File: src/rtl/mtq_pkg.sv
// Shared types, codes and constants of the multi-timer expiry queue.
package mtq_pkg;

  localparam int DEF_TIMER_SLOTS = 16;
  localparam int DEF_ID_BITS     = 8;
  localparam int TIMER_ID_W      = 8;
  localparam int DELAY_W         = 40;
  localparam int ELAPSED_W       = 32;
  localparam int FIRED_ID_W      = 8;

  typedef struct packed {
    logic                  mode;
    logic [TIMER_ID_W-1:0] timer_id;
    logic [DELAY_W-1:0]    delay_us;
    logic [ELAPSED_W-1:0]  elapsed_us;
  } in_item_t;

  typedef struct packed {
    logic                  fired_valid;
    logic [FIRED_ID_W-1:0] fired_id;
    logic                  last;
    logic                  status;
  } out_item_t;

  typedef enum logic {
    MODE_ARM  = 1'b0,
    MODE_TICK = 1'b1
  } mode_t;

  typedef enum logic [1:0] {
    WALK_SCAN,
    WALK_AGE,
    WALK_FIX
  } walk_op_t;

  typedef enum logic [1:0] {
    EMIT_NONE,
    EMIT_ACK,
    EMIT_FULL,
    EMIT_FIRE
  } emit_t;

  typedef enum logic [2:0] {
    ST_IDLE,
    ST_ARM_SCAN,
    ST_ARM_FIX,
    ST_TICK_AGE,
    ST_TICK_PICK,
    ST_TICK_CLOSE
  } state_t;

  typedef struct packed {
    logic     capture;
    logic     walk_go;
    walk_op_t walk_op;
    logic     search;
    logic     cancel_match;
    logic     rank_match;
    logic     write_rearm;
    logic     write_new;
    emit_t    emit;
  } mtq_cmd_t;

  typedef struct packed {
    logic walk_done;
    logic delay_zero;
    logic match_hit;
    logic free_hit;
    logic exp_any;
    logic exp_last;
  } mtq_stat_t;

endpackage

File: src/rtl/mtq_ctrl.sv
// Sequencer of the timer queue: orders the slot walks, writes and results.
module mtq_ctrl (
  input  logic                clk,
  input  logic                rst,
  input  logic                start,
  input  logic                mode,
  input  mtq_pkg::mtq_stat_t  stat,
  output mtq_pkg::mtq_cmd_t   cmd,
  output logic                busy
);

  mtq_pkg::state_t state;
  mtq_pkg::state_t state_next;

  always_ff @(posedge clk) begin
    if (rst) begin
      state <= mtq_pkg::ST_IDLE;
    end else begin
      state <= state_next;
    end
  end

  always_comb begin
    state_next = state;
    case (state)
      mtq_pkg::ST_IDLE: begin
        if (start) begin
          state_next = (mode == mtq_pkg::MODE_TICK) ? mtq_pkg::ST_TICK_AGE
                                                    : mtq_pkg::ST_ARM_SCAN;
        end
      end
      mtq_pkg::ST_ARM_SCAN: begin
        if (stat.walk_done) begin
          state_next = stat.match_hit ? mtq_pkg::ST_ARM_FIX : mtq_pkg::ST_IDLE;
        end
      end
      mtq_pkg::ST_ARM_FIX: begin
        if (stat.walk_done) begin
          state_next = mtq_pkg::ST_IDLE;
        end
      end
      mtq_pkg::ST_TICK_AGE: begin
        if (stat.walk_done) begin
          state_next = stat.exp_any ? mtq_pkg::ST_TICK_PICK : mtq_pkg::ST_IDLE;
        end
      end
      mtq_pkg::ST_TICK_PICK: begin
        if (stat.walk_done && stat.exp_last) begin
          state_next = mtq_pkg::ST_TICK_CLOSE;
        end
      end
      mtq_pkg::ST_TICK_CLOSE: begin
        if (stat.walk_done) begin
          state_next = mtq_pkg::ST_IDLE;
        end
      end
      default: begin
        state_next = mtq_pkg::ST_IDLE;
      end
    endcase
  end

  always_comb begin
    cmd = '0;
    cmd.walk_op = mtq_pkg::WALK_FIX;
    cmd.emit = mtq_pkg::EMIT_NONE;
    case (state)
      mtq_pkg::ST_IDLE: begin
        if (start) begin
          cmd.capture = 1'b1;
          cmd.walk_go = 1'b1;
          cmd.walk_op = (mode == mtq_pkg::MODE_TICK) ? mtq_pkg::WALK_AGE
                                                     : mtq_pkg::WALK_SCAN;
        end
      end
      mtq_pkg::ST_ARM_SCAN: begin
        if (stat.walk_done) begin
          if (stat.match_hit) begin
            // close up the ranks behind the matched timer
            cmd.walk_go = 1'b1;
            cmd.rank_match = 1'b1;
            cmd.cancel_match = stat.delay_zero;
          end else if (stat.delay_zero) begin
            cmd.emit = mtq_pkg::EMIT_ACK;
          end else if (!stat.free_hit) begin
            cmd.emit = mtq_pkg::EMIT_FULL;
          end else begin
            cmd.write_new = 1'b1;
            cmd.emit = mtq_pkg::EMIT_ACK;
          end
        end
      end
      mtq_pkg::ST_ARM_FIX: begin
        if (stat.walk_done) begin
          cmd.write_rearm = !stat.delay_zero;
          cmd.emit = mtq_pkg::EMIT_ACK;
        end
      end
      mtq_pkg::ST_TICK_AGE: begin
        if (stat.walk_done) begin
          if (stat.exp_any) begin
            cmd.walk_go = 1'b1;
            cmd.search = 1'b1;
          end else begin
            cmd.emit = mtq_pkg::EMIT_ACK;
          end
        end
      end
      mtq_pkg::ST_TICK_PICK: begin
        if (stat.walk_done) begin
          cmd.emit = mtq_pkg::EMIT_FIRE;
          cmd.walk_go = 1'b1;
          cmd.search = !stat.exp_last;
        end
      end
      mtq_pkg::ST_TICK_CLOSE: begin
      end
      default: begin
      end
    endcase
  end

  assign busy = (state != mtq_pkg::ST_IDLE);

endmodule

File: src/rtl/mtq_dp.sv
// Datapath of the timer queue: slot stores, walk engine and result register.
module mtq_dp #(
  parameter int TIMER_SLOTS = mtq_pkg::DEF_TIMER_SLOTS,
  parameter int ID_BITS     = mtq_pkg::DEF_ID_BITS
) (
  input  logic                clk,
  input  logic                rst,
  input  mtq_pkg::in_item_t   request,
  input  mtq_pkg::mtq_cmd_t   cmd,
  output mtq_pkg::mtq_stat_t  stat,
  output logic                result_valid,
  output mtq_pkg::out_item_t  result
);

  localparam int SLOT_BITS = $clog2(TIMER_SLOTS);
  localparam int CNT_BITS  = $clog2(TIMER_SLOTS + 1);
  localparam int DW        = mtq_pkg::DELAY_W;
  localparam logic [SLOT_BITS-1:0] LAST_SLOT = SLOT_BITS'(TIMER_SLOTS - 1);

  // slot stores: one read and one write address per cycle
  logic [ID_BITS-1:0]   id_mem  [TIMER_SLOTS];
  logic [DW-1:0]        rem_mem [TIMER_SLOTS];
  logic [SLOT_BITS-1:0] ord_mem [TIMER_SLOTS];

  mtq_pkg::in_item_t    req;
  logic [ID_BITS-1:0]   req_id;
  logic [DW-1:0]        elapsed_ext;

  logic [TIMER_SLOTS-1:0] used;
  logic [TIMER_SLOTS-1:0] expired;

  logic                 walk_run;
  mtq_pkg::walk_op_t    walk_op;
  logic                 search_on;
  logic [SLOT_BITS-1:0] idx;
  logic                 rd_live;
  logic [SLOT_BITS-1:0] rd_slot;
  logic [ID_BITS-1:0]   rd_id;
  logic [DW-1:0]        rd_rem;
  logic [SLOT_BITS-1:0] rd_ord;
  logic                 done_q;

  logic                 match_hit;
  logic [SLOT_BITS-1:0] match_slot;
  logic [SLOT_BITS-1:0] match_ord;
  logic                 free_hit;
  logic [SLOT_BITS-1:0] free_slot;
  logic [CNT_BITS-1:0]  used_cnt;
  logic [CNT_BITS-1:0]  exp_cnt;
  logic                 rank_en;
  logic [SLOT_BITS-1:0] rank_ord;
  logic                 best_hit;
  logic [SLOT_BITS-1:0] best_slot;
  logic [ID_BITS-1:0]   best_id;
  logic [DW-1:0]        best_rem;
  logic [SLOT_BITS-1:0] best_ord;

  logic                 live_used;
  logic                 age_fire;
  logic                 ord_dec;
  logic [SLOT_BITS-1:0] ord_post;
  logic                 cand;

  logic                 we_id;
  logic                 we_rem;
  logic                 we_ord;
  logic [SLOT_BITS-1:0] waddr;
  logic [DW-1:0]        wrem;
  logic [SLOT_BITS-1:0] word;

  assign req_id      = ID_BITS'(req.timer_id);
  assign elapsed_ext = DW'(req.elapsed_us);

  // per-slot evaluation of the record read back in this cycle
  assign live_used = used[rd_slot];
  assign age_fire  = live_used && (rd_rem <= elapsed_ext);
  assign ord_dec   = rank_en && live_used && (rd_ord > rank_ord);
  assign ord_post  = ord_dec ? (rd_ord - 1'b1) : rd_ord;
  // ranks shift uniformly, so post-shift ranks compare like the old ones
  assign cand      = search_on && expired[rd_slot] &&
                     (!best_hit || (rd_rem < best_rem) ||
                      ((rd_rem == best_rem) && (ord_post < best_ord)));

  always_comb begin
    we_id  = 1'b0;
    we_rem = 1'b0;
    we_ord = 1'b0;
    waddr  = rd_slot;
    wrem   = req.delay_us;
    word   = ord_post;
    if (rd_live && (walk_op == mtq_pkg::WALK_AGE) && live_used && !age_fire) begin
      we_rem = 1'b1;
      wrem   = rd_rem - elapsed_ext;
    end else if (rd_live && (walk_op == mtq_pkg::WALK_FIX) && ord_dec) begin
      we_ord = 1'b1;
    end else if (cmd.write_rearm) begin
      we_id  = 1'b1;
      we_rem = 1'b1;
      we_ord = 1'b1;
      waddr  = match_slot;
      word   = SLOT_BITS'(used_cnt - 1'b1);
    end else if (cmd.write_new) begin
      we_id  = 1'b1;
      we_rem = 1'b1;
      we_ord = 1'b1;
      waddr  = free_slot;
      word   = SLOT_BITS'(used_cnt);
    end
  end

  always_ff @(posedge clk) begin
    if (we_id) begin
      id_mem[waddr] <= req_id;
    end
    if (we_rem) begin
      rem_mem[waddr] <= wrem;
    end
    if (we_ord) begin
      ord_mem[waddr] <= word;
    end
    if (walk_run) begin
      rd_id  <= id_mem[idx];
      rd_rem <= rem_mem[idx];
      rd_ord <= ord_mem[idx];
    end
  end

  always_ff @(posedge clk) begin
    if (cmd.capture) begin
      req <= request;
    end
    if (cmd.walk_go) begin
      walk_op   <= cmd.walk_op;
      search_on <= cmd.search;
      idx       <= '0;
    end else if (walk_run && (idx != LAST_SLOT)) begin
      idx <= idx + 1'b1;
    end
    rd_slot <= idx;
  end

  // walk sequencing: address issue, read-back, end-of-walk pulse
  always_ff @(posedge clk) begin
    if (rst) begin
      walk_run <= 1'b0;
      rd_live  <= 1'b0;
      done_q   <= 1'b0;
    end else begin
      if (cmd.walk_go) begin
        walk_run <= 1'b1;
      end else if (walk_run && (idx == LAST_SLOT)) begin
        walk_run <= 1'b0;
      end
      rd_live <= walk_run;
      done_q  <= rd_live && (rd_slot == LAST_SLOT);
    end
  end

  always_ff @(posedge clk) begin
    if (rst) begin
      used      <= '0;
      expired   <= '0;
      rank_en   <= 1'b0;
      match_hit <= 1'b0;
      free_hit  <= 1'b0;
      best_hit  <= 1'b0;
      used_cnt  <= '0;
      exp_cnt   <= '0;
    end else begin
      if (cmd.capture) begin
        rank_en <= 1'b0;
      end
      if (cmd.walk_go) begin
        case (cmd.walk_op)
          mtq_pkg::WALK_SCAN: begin
            match_hit <= 1'b0;
            free_hit  <= 1'b0;
            used_cnt  <= '0;
          end
          mtq_pkg::WALK_AGE: begin
            exp_cnt <= '0;
            expired <= '0;
          end
          mtq_pkg::WALK_FIX: begin
            best_hit <= 1'b0;
          end
          default: begin
          end
        endcase
      end
      if (rd_live) begin
        case (walk_op)
          mtq_pkg::WALK_SCAN: begin
            if (live_used) begin
              used_cnt <= used_cnt + 1'b1;
              if (!match_hit && (rd_id == req_id)) begin
                match_hit  <= 1'b1;
                match_slot <= rd_slot;
                match_ord  <= rd_ord;
              end
            end else if (!free_hit) begin
              free_hit  <= 1'b1;
              free_slot <= rd_slot;
            end
          end
          mtq_pkg::WALK_AGE: begin
            if (age_fire) begin
              expired[rd_slot] <= 1'b1;
              exp_cnt <= exp_cnt + 1'b1;
            end
          end
          mtq_pkg::WALK_FIX: begin
            if (cand) begin
              best_hit  <= 1'b1;
              best_slot <= rd_slot;
              best_id   <= rd_id;
              best_rem  <= rd_rem;
              best_ord  <= ord_post;
            end
          end
          default: begin
          end
        endcase
      end
      if (cmd.rank_match) begin
        rank_en  <= 1'b1;
        rank_ord <= match_ord;
      end
      if (cmd.cancel_match) begin
        used[match_slot] <= 1'b0;
      end
      if (cmd.write_new) begin
        used[free_slot] <= 1'b1;
      end
      if (cmd.emit == mtq_pkg::EMIT_FIRE) begin
        used[best_slot]    <= 1'b0;
        expired[best_slot] <= 1'b0;
        exp_cnt  <= exp_cnt - 1'b1;
        rank_en  <= 1'b1;
        rank_ord <= best_ord;
      end
    end
  end

  always_ff @(posedge clk) begin
    if (rst) begin
      result_valid <= 1'b0;
    end else begin
      result_valid <= (cmd.emit != mtq_pkg::EMIT_NONE);
    end
  end

  always_ff @(posedge clk) begin
    case (cmd.emit)
      mtq_pkg::EMIT_FIRE: begin
        result.fired_valid <= 1'b1;
        result.fired_id    <= mtq_pkg::FIRED_ID_W'(best_id);
        result.last        <= (exp_cnt == CNT_BITS'(1));
        result.status      <= 1'b0;
      end
      mtq_pkg::EMIT_FULL: begin
        result.fired_valid <= 1'b0;
        result.fired_id    <= '0;
        result.last        <= 1'b1;
        result.status      <= 1'b1;
      end
      default: begin
        result.fired_valid <= 1'b0;
        result.fired_id    <= '0;
        result.last        <= 1'b1;
        result.status      <= 1'b0;
      end
    endcase
  end

  assign stat.walk_done  = done_q;
  assign stat.delay_zero = (req.delay_us == '0);
  assign stat.match_hit  = match_hit;
  assign stat.free_hit   = free_hit;
  assign stat.exp_any    = (exp_cnt != '0);
  assign stat.exp_last   = (exp_cnt == CNT_BITS'(1));

endmodule

File: src/rtl/multi_timer_expiry_queue.sv
// Top level of the multi-timer expiry queue: sequencer plus slot datapath.
// Every step is one walk over the slots, its length set by the single read port
// of the slot store. Arm of a new or unknown timer,
// a full bank and a quiet tick: one walk. Re-arm or cancel: two walks. A tick
// that fires k timers: k+2 walks, one result every walk. One item at a time.
// Synchronous reset empties the bank at once; results cannot be stalled.
module multi_timer_expiry_queue #(
  parameter int TIMER_SLOTS = mtq_pkg::DEF_TIMER_SLOTS,
  parameter int ID_BITS     = mtq_pkg::DEF_ID_BITS
) (
  input  logic               clk,
  input  logic               rst,
  input  logic               start,
  output logic               busy,
  input  mtq_pkg::in_item_t  request,
  output logic               result_valid,
  output mtq_pkg::out_item_t result
);

  // Controller and datapath talk only through these two bundles.
  mtq_pkg::mtq_cmd_t  cmd;
  mtq_pkg::mtq_stat_t stat;

  // The controller walks the states:
  //   arm  : scan (match, first free slot, count) -> optional rank fix-up
  //   tick : age (mark expired, subtract) -> pick rounds -> closing rank fix-up
  // Each pick round closes up ranks behind the timer fired last and searches
  // for the next: smallest remaining time before ageing, oldest rank on ties.
  mtq_ctrl u_ctrl (
    .clk   (clk),
    .rst   (rst),
    .start (start),
    .mode  (request.mode),
    .stat  (stat),
    .cmd   (cmd),
    .busy  (busy)
  );

  // The datapath holds the slot store (id, remaining time, rank), the used
  // and expired flags in flops, and the one-cycle result register.
  mtq_dp #(
    .TIMER_SLOTS (TIMER_SLOTS),
    .ID_BITS     (ID_BITS)
  ) u_dp (
    .clk          (clk),
    .rst          (rst),
    .request      (request),
    .cmd          (cmd),
    .stat         (stat),
    .result_valid (result_valid),
    .result       (result)
  );

endmodule

File: config.mk
export PLATFORM = sky130hd
export DESIGN_NAME = multi_timer_expiry_queue
export DESIGN_NICKNAME = d
export VERILOG_FILES = /design/src/rtl/mtq_pkg.sv /design/src/rtl/mtq_ctrl.sv /design/src/rtl/mtq_dp.sv /design/src/rtl/multi_timer_expiry_queue.sv
export SDC_FILE = /design/constraint.sdc
export NUM_CORES = 1
export LEC_CHECK = 0
export BUFFER_PORTS_ARGS = -buffer_cell sky130_fd_sc_hd__buf_2
export CORE_ASPECT_RATIO = 0.6
export CORE_UTILIZATION = 37
export DETAILED_ROUTE_END_ITERATION = 8
export PLACE_DENSITY = 0.6
export SETUP_SLACK_MARGIN = 0.2
export SKIP_CTS_REPAIR_TIMING = 1
export SYNTH_ARGS = -nofsm -noshare
export SYNTH_HDL_FRONTEND = slang
export SYNTH_SLANG_ARGS = --single-unit
File: constraint.sdc
create_clock -name clk -period 21 [get_ports clk]
set_input_delay 5.25 -clock clk [delete_from_list [all_inputs] [get_ports clk]]
set_output_delay 5.25 -clock clk [all_outputs]
set_load 0.02 [all_outputs]
==> impl_metrics.csv <==
group,metric,value,unit
status,status,"complete, no violations",
timing,hold_viol,0,
timing,period_share,0.334,
timing,worst_pin_slew,1460,ps
power,p_switching,0.00128,W
timing,grt_setup_unrepaired,"false",
power,comb_power_share,0.145,
synth,synth_edf_count,1039,
worst_setup_path,crit_fanout,11,
worst_setup_path,worst_setup_path_end_kind,"primary output",
synth,syn_area_per_cell,18.2,um^2
synth,syn-num-nets,2663,
synth,syn_inst,2491,
power,intPower,0.00393,W
global_route,grt_pass1_vias,24158,
cts,cts_tree,"yes",
floorplan,fp.dieArea,124000,um^2
synth,ys_seq_area_frac,0.718,
final_layout,final_common_cell,"edfxtp_1",
timing,setup_slack,13990,ps
final_layout,area_delta_synth_final,13.6,%
power,p_sw_frac,0.246,
floorplan,die_h,273,um
synth,yosys.area.top_type,"edfxtp_1",
synth,yosysTopAreaCellShare,0.687,
cts,htree_levels,3,
global_route,grt-ovfl-total,0,
worst_hold_path,hold_class,"flip-flop to flip-flop",
worst_setup_path,crit_arrival,1760,ps
power,ir_drop,59.3,uV
timing,fin_crit,7010,ps
timing,slew_violations,0,
cts,cts_buffer_depth,3,
final_layout,final_nets,2809,
detailed_routing,drt_iter0_markers,2901,
detailed_routing,viasPerCell,5.60,
final_layout,fillCellCount,10536,
global_route,grt_antenna_before_repair,5,
timing,max_slew_margin,0.0280,
synth,synth.area.top_cells,"edfxtp_1, mux4_2, dfxtp_1",
cts,worstSkewPairLatency,720,ps
synth,synth_cell_types,72,
synth,synth.cell_area,45400,um^2
floorplan,chipWidth,454,um
synth,synth_flop_cell,"edfxtp_1",
detailed_routing,num_vias,24330,
floorplan,initial_core_util,0.373,
job,maxCapViolations,0,
detailed_routing,route.detailed.drc,0,
worst_setup_path,path_cells,"or3_1, buf_2",
detailed_routing,route.antenna.remaining_nets,0,
detailed_routing,wirelength,114,mm
cts,cts_made_buffers,105,
placed_design,dpl_worst_slack,13380,ps
power,p_leak,16.8,nW
final_layout,layout-drive-gt1-share,0.227,
timing,setup_viol,0,
placed_design,post-dp-hpwl,69.0,mm
worst_setup_path,path_class,"flip-flop to primary output",
floorplan,core,122000,um^2
detailed_routing,drtPass1Iterations,5,
synth,yosysWarningCount,0,
detailed_routing,post_drt_wl_per_cell,26.2,um
floorplan,io_pins,97,
power,clock_power_share,0.366,
final_layout,layout_common_cells,"edfxtp_1, mux4_2, nand2_1, inv_1, clkbuf_16",
timing,fin_tns_setup,0,ps
worst_setup_path,start_kind,"flip-flop",
placed_design,portBuffers,96,
synth,ys_ff_latch,1110,
worst_setup_path,cp_data_required_time,15750,ps
worst_setup_path,critPathBufInv,1,
global_route,grt_pass1_wl,165,mm
cts,cts-root-buf,"clkbuf_16",
global_route,grt_max_degree,101,
cts,clock-sinks,1110,
floorplan,fp-row-count,99,
worst_setup_path,slowest_stage,"or3_1",
global_route,globalRouteTotalUtil,0.183,
power,p_seq_frac,0.489,
synth,ys_async_sr_fraction,0,
placed_design,gp_congestion,0.907,
timing,max_freq,143,MHz
timing,finalClockSkew,25.9,ps
cts,clkTransAtPathRegs,70,ps
worst_setup_path,cp_top_family,"simple AND/OR/NAND/NOR gates",
power,powerDensity,101,nW/um^2
worst_setup_path,crit_path_max_incr_delay,460,ps
sequential cells by signal, summed over array words and instances, names as in the netlist, 5 cells and up:
register,cells
u_dp.elapsed_ext,32
u_dp.expired,16
u_dp.req_id,8
u_dp.result,11
u_dp.ord_mem,64
u_dp.req,40
u_dp.used,16
u_dp.best_id,8
u_dp.exp_cnt,5
u_dp.id_mem,128
u_dp.rd_rem,40
u_dp.best_rem,40
u_dp.rem_mem,640
u_dp.rd_id,8
Yosys cell counts, types with 34 or more instances:
cell / number
edfxtp_1: 1039
mux4_2: 269
nand2_1: 125
inv_1: 113
o21ai_0: 98
ha_1: 87
a21oi_1: 79
clkbuf_1: 71
dfxtp_1: 71
nor2_1: 65
nand3_1: 43
buf_1: 34
logic make-up (layout without fill, tap and decap cells):
logic type | Yosys count | count (layout) | synth area share
XOR/XNOR | 50 | 50 | 0.00964
other | 0 | 2 | 0
AND/OR/NAND/NOR | 405 | 405 | 0.0455
flip-flops | 1110 | 1110 | 0.718
multiplexers | 278 | 278 | 0.136
adder cells (fa/ha/maj) | 88 | 88 | 0.0244
buffers and inverters | 226 | 461 | 0.0193
AO/OA/AOI/OAI | 334 | 334 | 0.0471
power groups by stage:
stage | Sequential [W] | Clock (W) | Combinational [W]
after floorplan | 0.00255 | 0 | 0.000588
after global placement | 0.00260 | 0 | 0.000744
after detailed placement | 0.00260 | 0 | 0.000759
after CTS | 0.00255 | 0.00194 | 0.000761
after global routing | 0.00256 | 0.00202 | 0.000811
final | 0.00255 | 0.00191 | 0.000757
routing by layer:
metal	track usage	wire, um	vias up
met2	0.278	52000	928
met3	0.0352	8210	166
met1	0.270	51200	12848
met5	0	0	-
met4	0.0439	2220	0
li1	-	-	10388
final timing paths:
| kind | from | end | slack, ps | depth (start not counted) |
|---|---|---|---|---|
| worst max-delay path | u_ctrl.state[2]$_SDFFE_PP0P_ | busy | 13990 | 2 |
| worst min-delay path | u_dp.rank_en$_SDFFE_PP0P_ | u_dp.rank_en$_SDFFE_PP0P_ | 470 | 2 |
| worst max register to register | u_dp.rd_slot[0]$_DFF_P_ | u_dp.best_rem[16]$_DFFE_PP_ | 15330 | 12 |
| worst min register to register | u_dp.rank_en$_SDFFE_PP0P_ | u_dp.rank_en$_SDFFE_PP0P_ | 470 | 2 |
metrics by stage:
step	hold WS [ps]	total power [W]	instances	util	area, um^2
after floorplan	329	0.00314	2491	-	45400
after global placement	457	0.00334	4146	0.396	48100
after detailed placement	449	0.00336	4146	0.396	48100
after CTS	465	0.00526	4342	0.424	51600
after global routing	495	0.00539	4343	0.424	51600
final	468	0.00522	4344	0.424	51600
area by class of cell:
cell class / instances / area, um^2 / share of cell area
repair buffers: 152 / 913 / 0.0177
multi-input cells: 1155 / 12100 / 0.235
clock inverters: 67 / 636 / 0.0123
inverters: 113 / 427 / 0.00827
well taps: 1616 / 2020 / 0.0392
flip-flops and latches: 1110 / 32600 / 0.633
diodes: 2 / 5.00 / 0.0000970
clock buffers: 129 / 2810 / 0.0545
worst min-delay path, cell delays in order, from the launching register on:
cell and delay (ps):
dfxtp_1 320, nand2_1 50, a21oi_1 60
(Power assumes the default switching activity.)
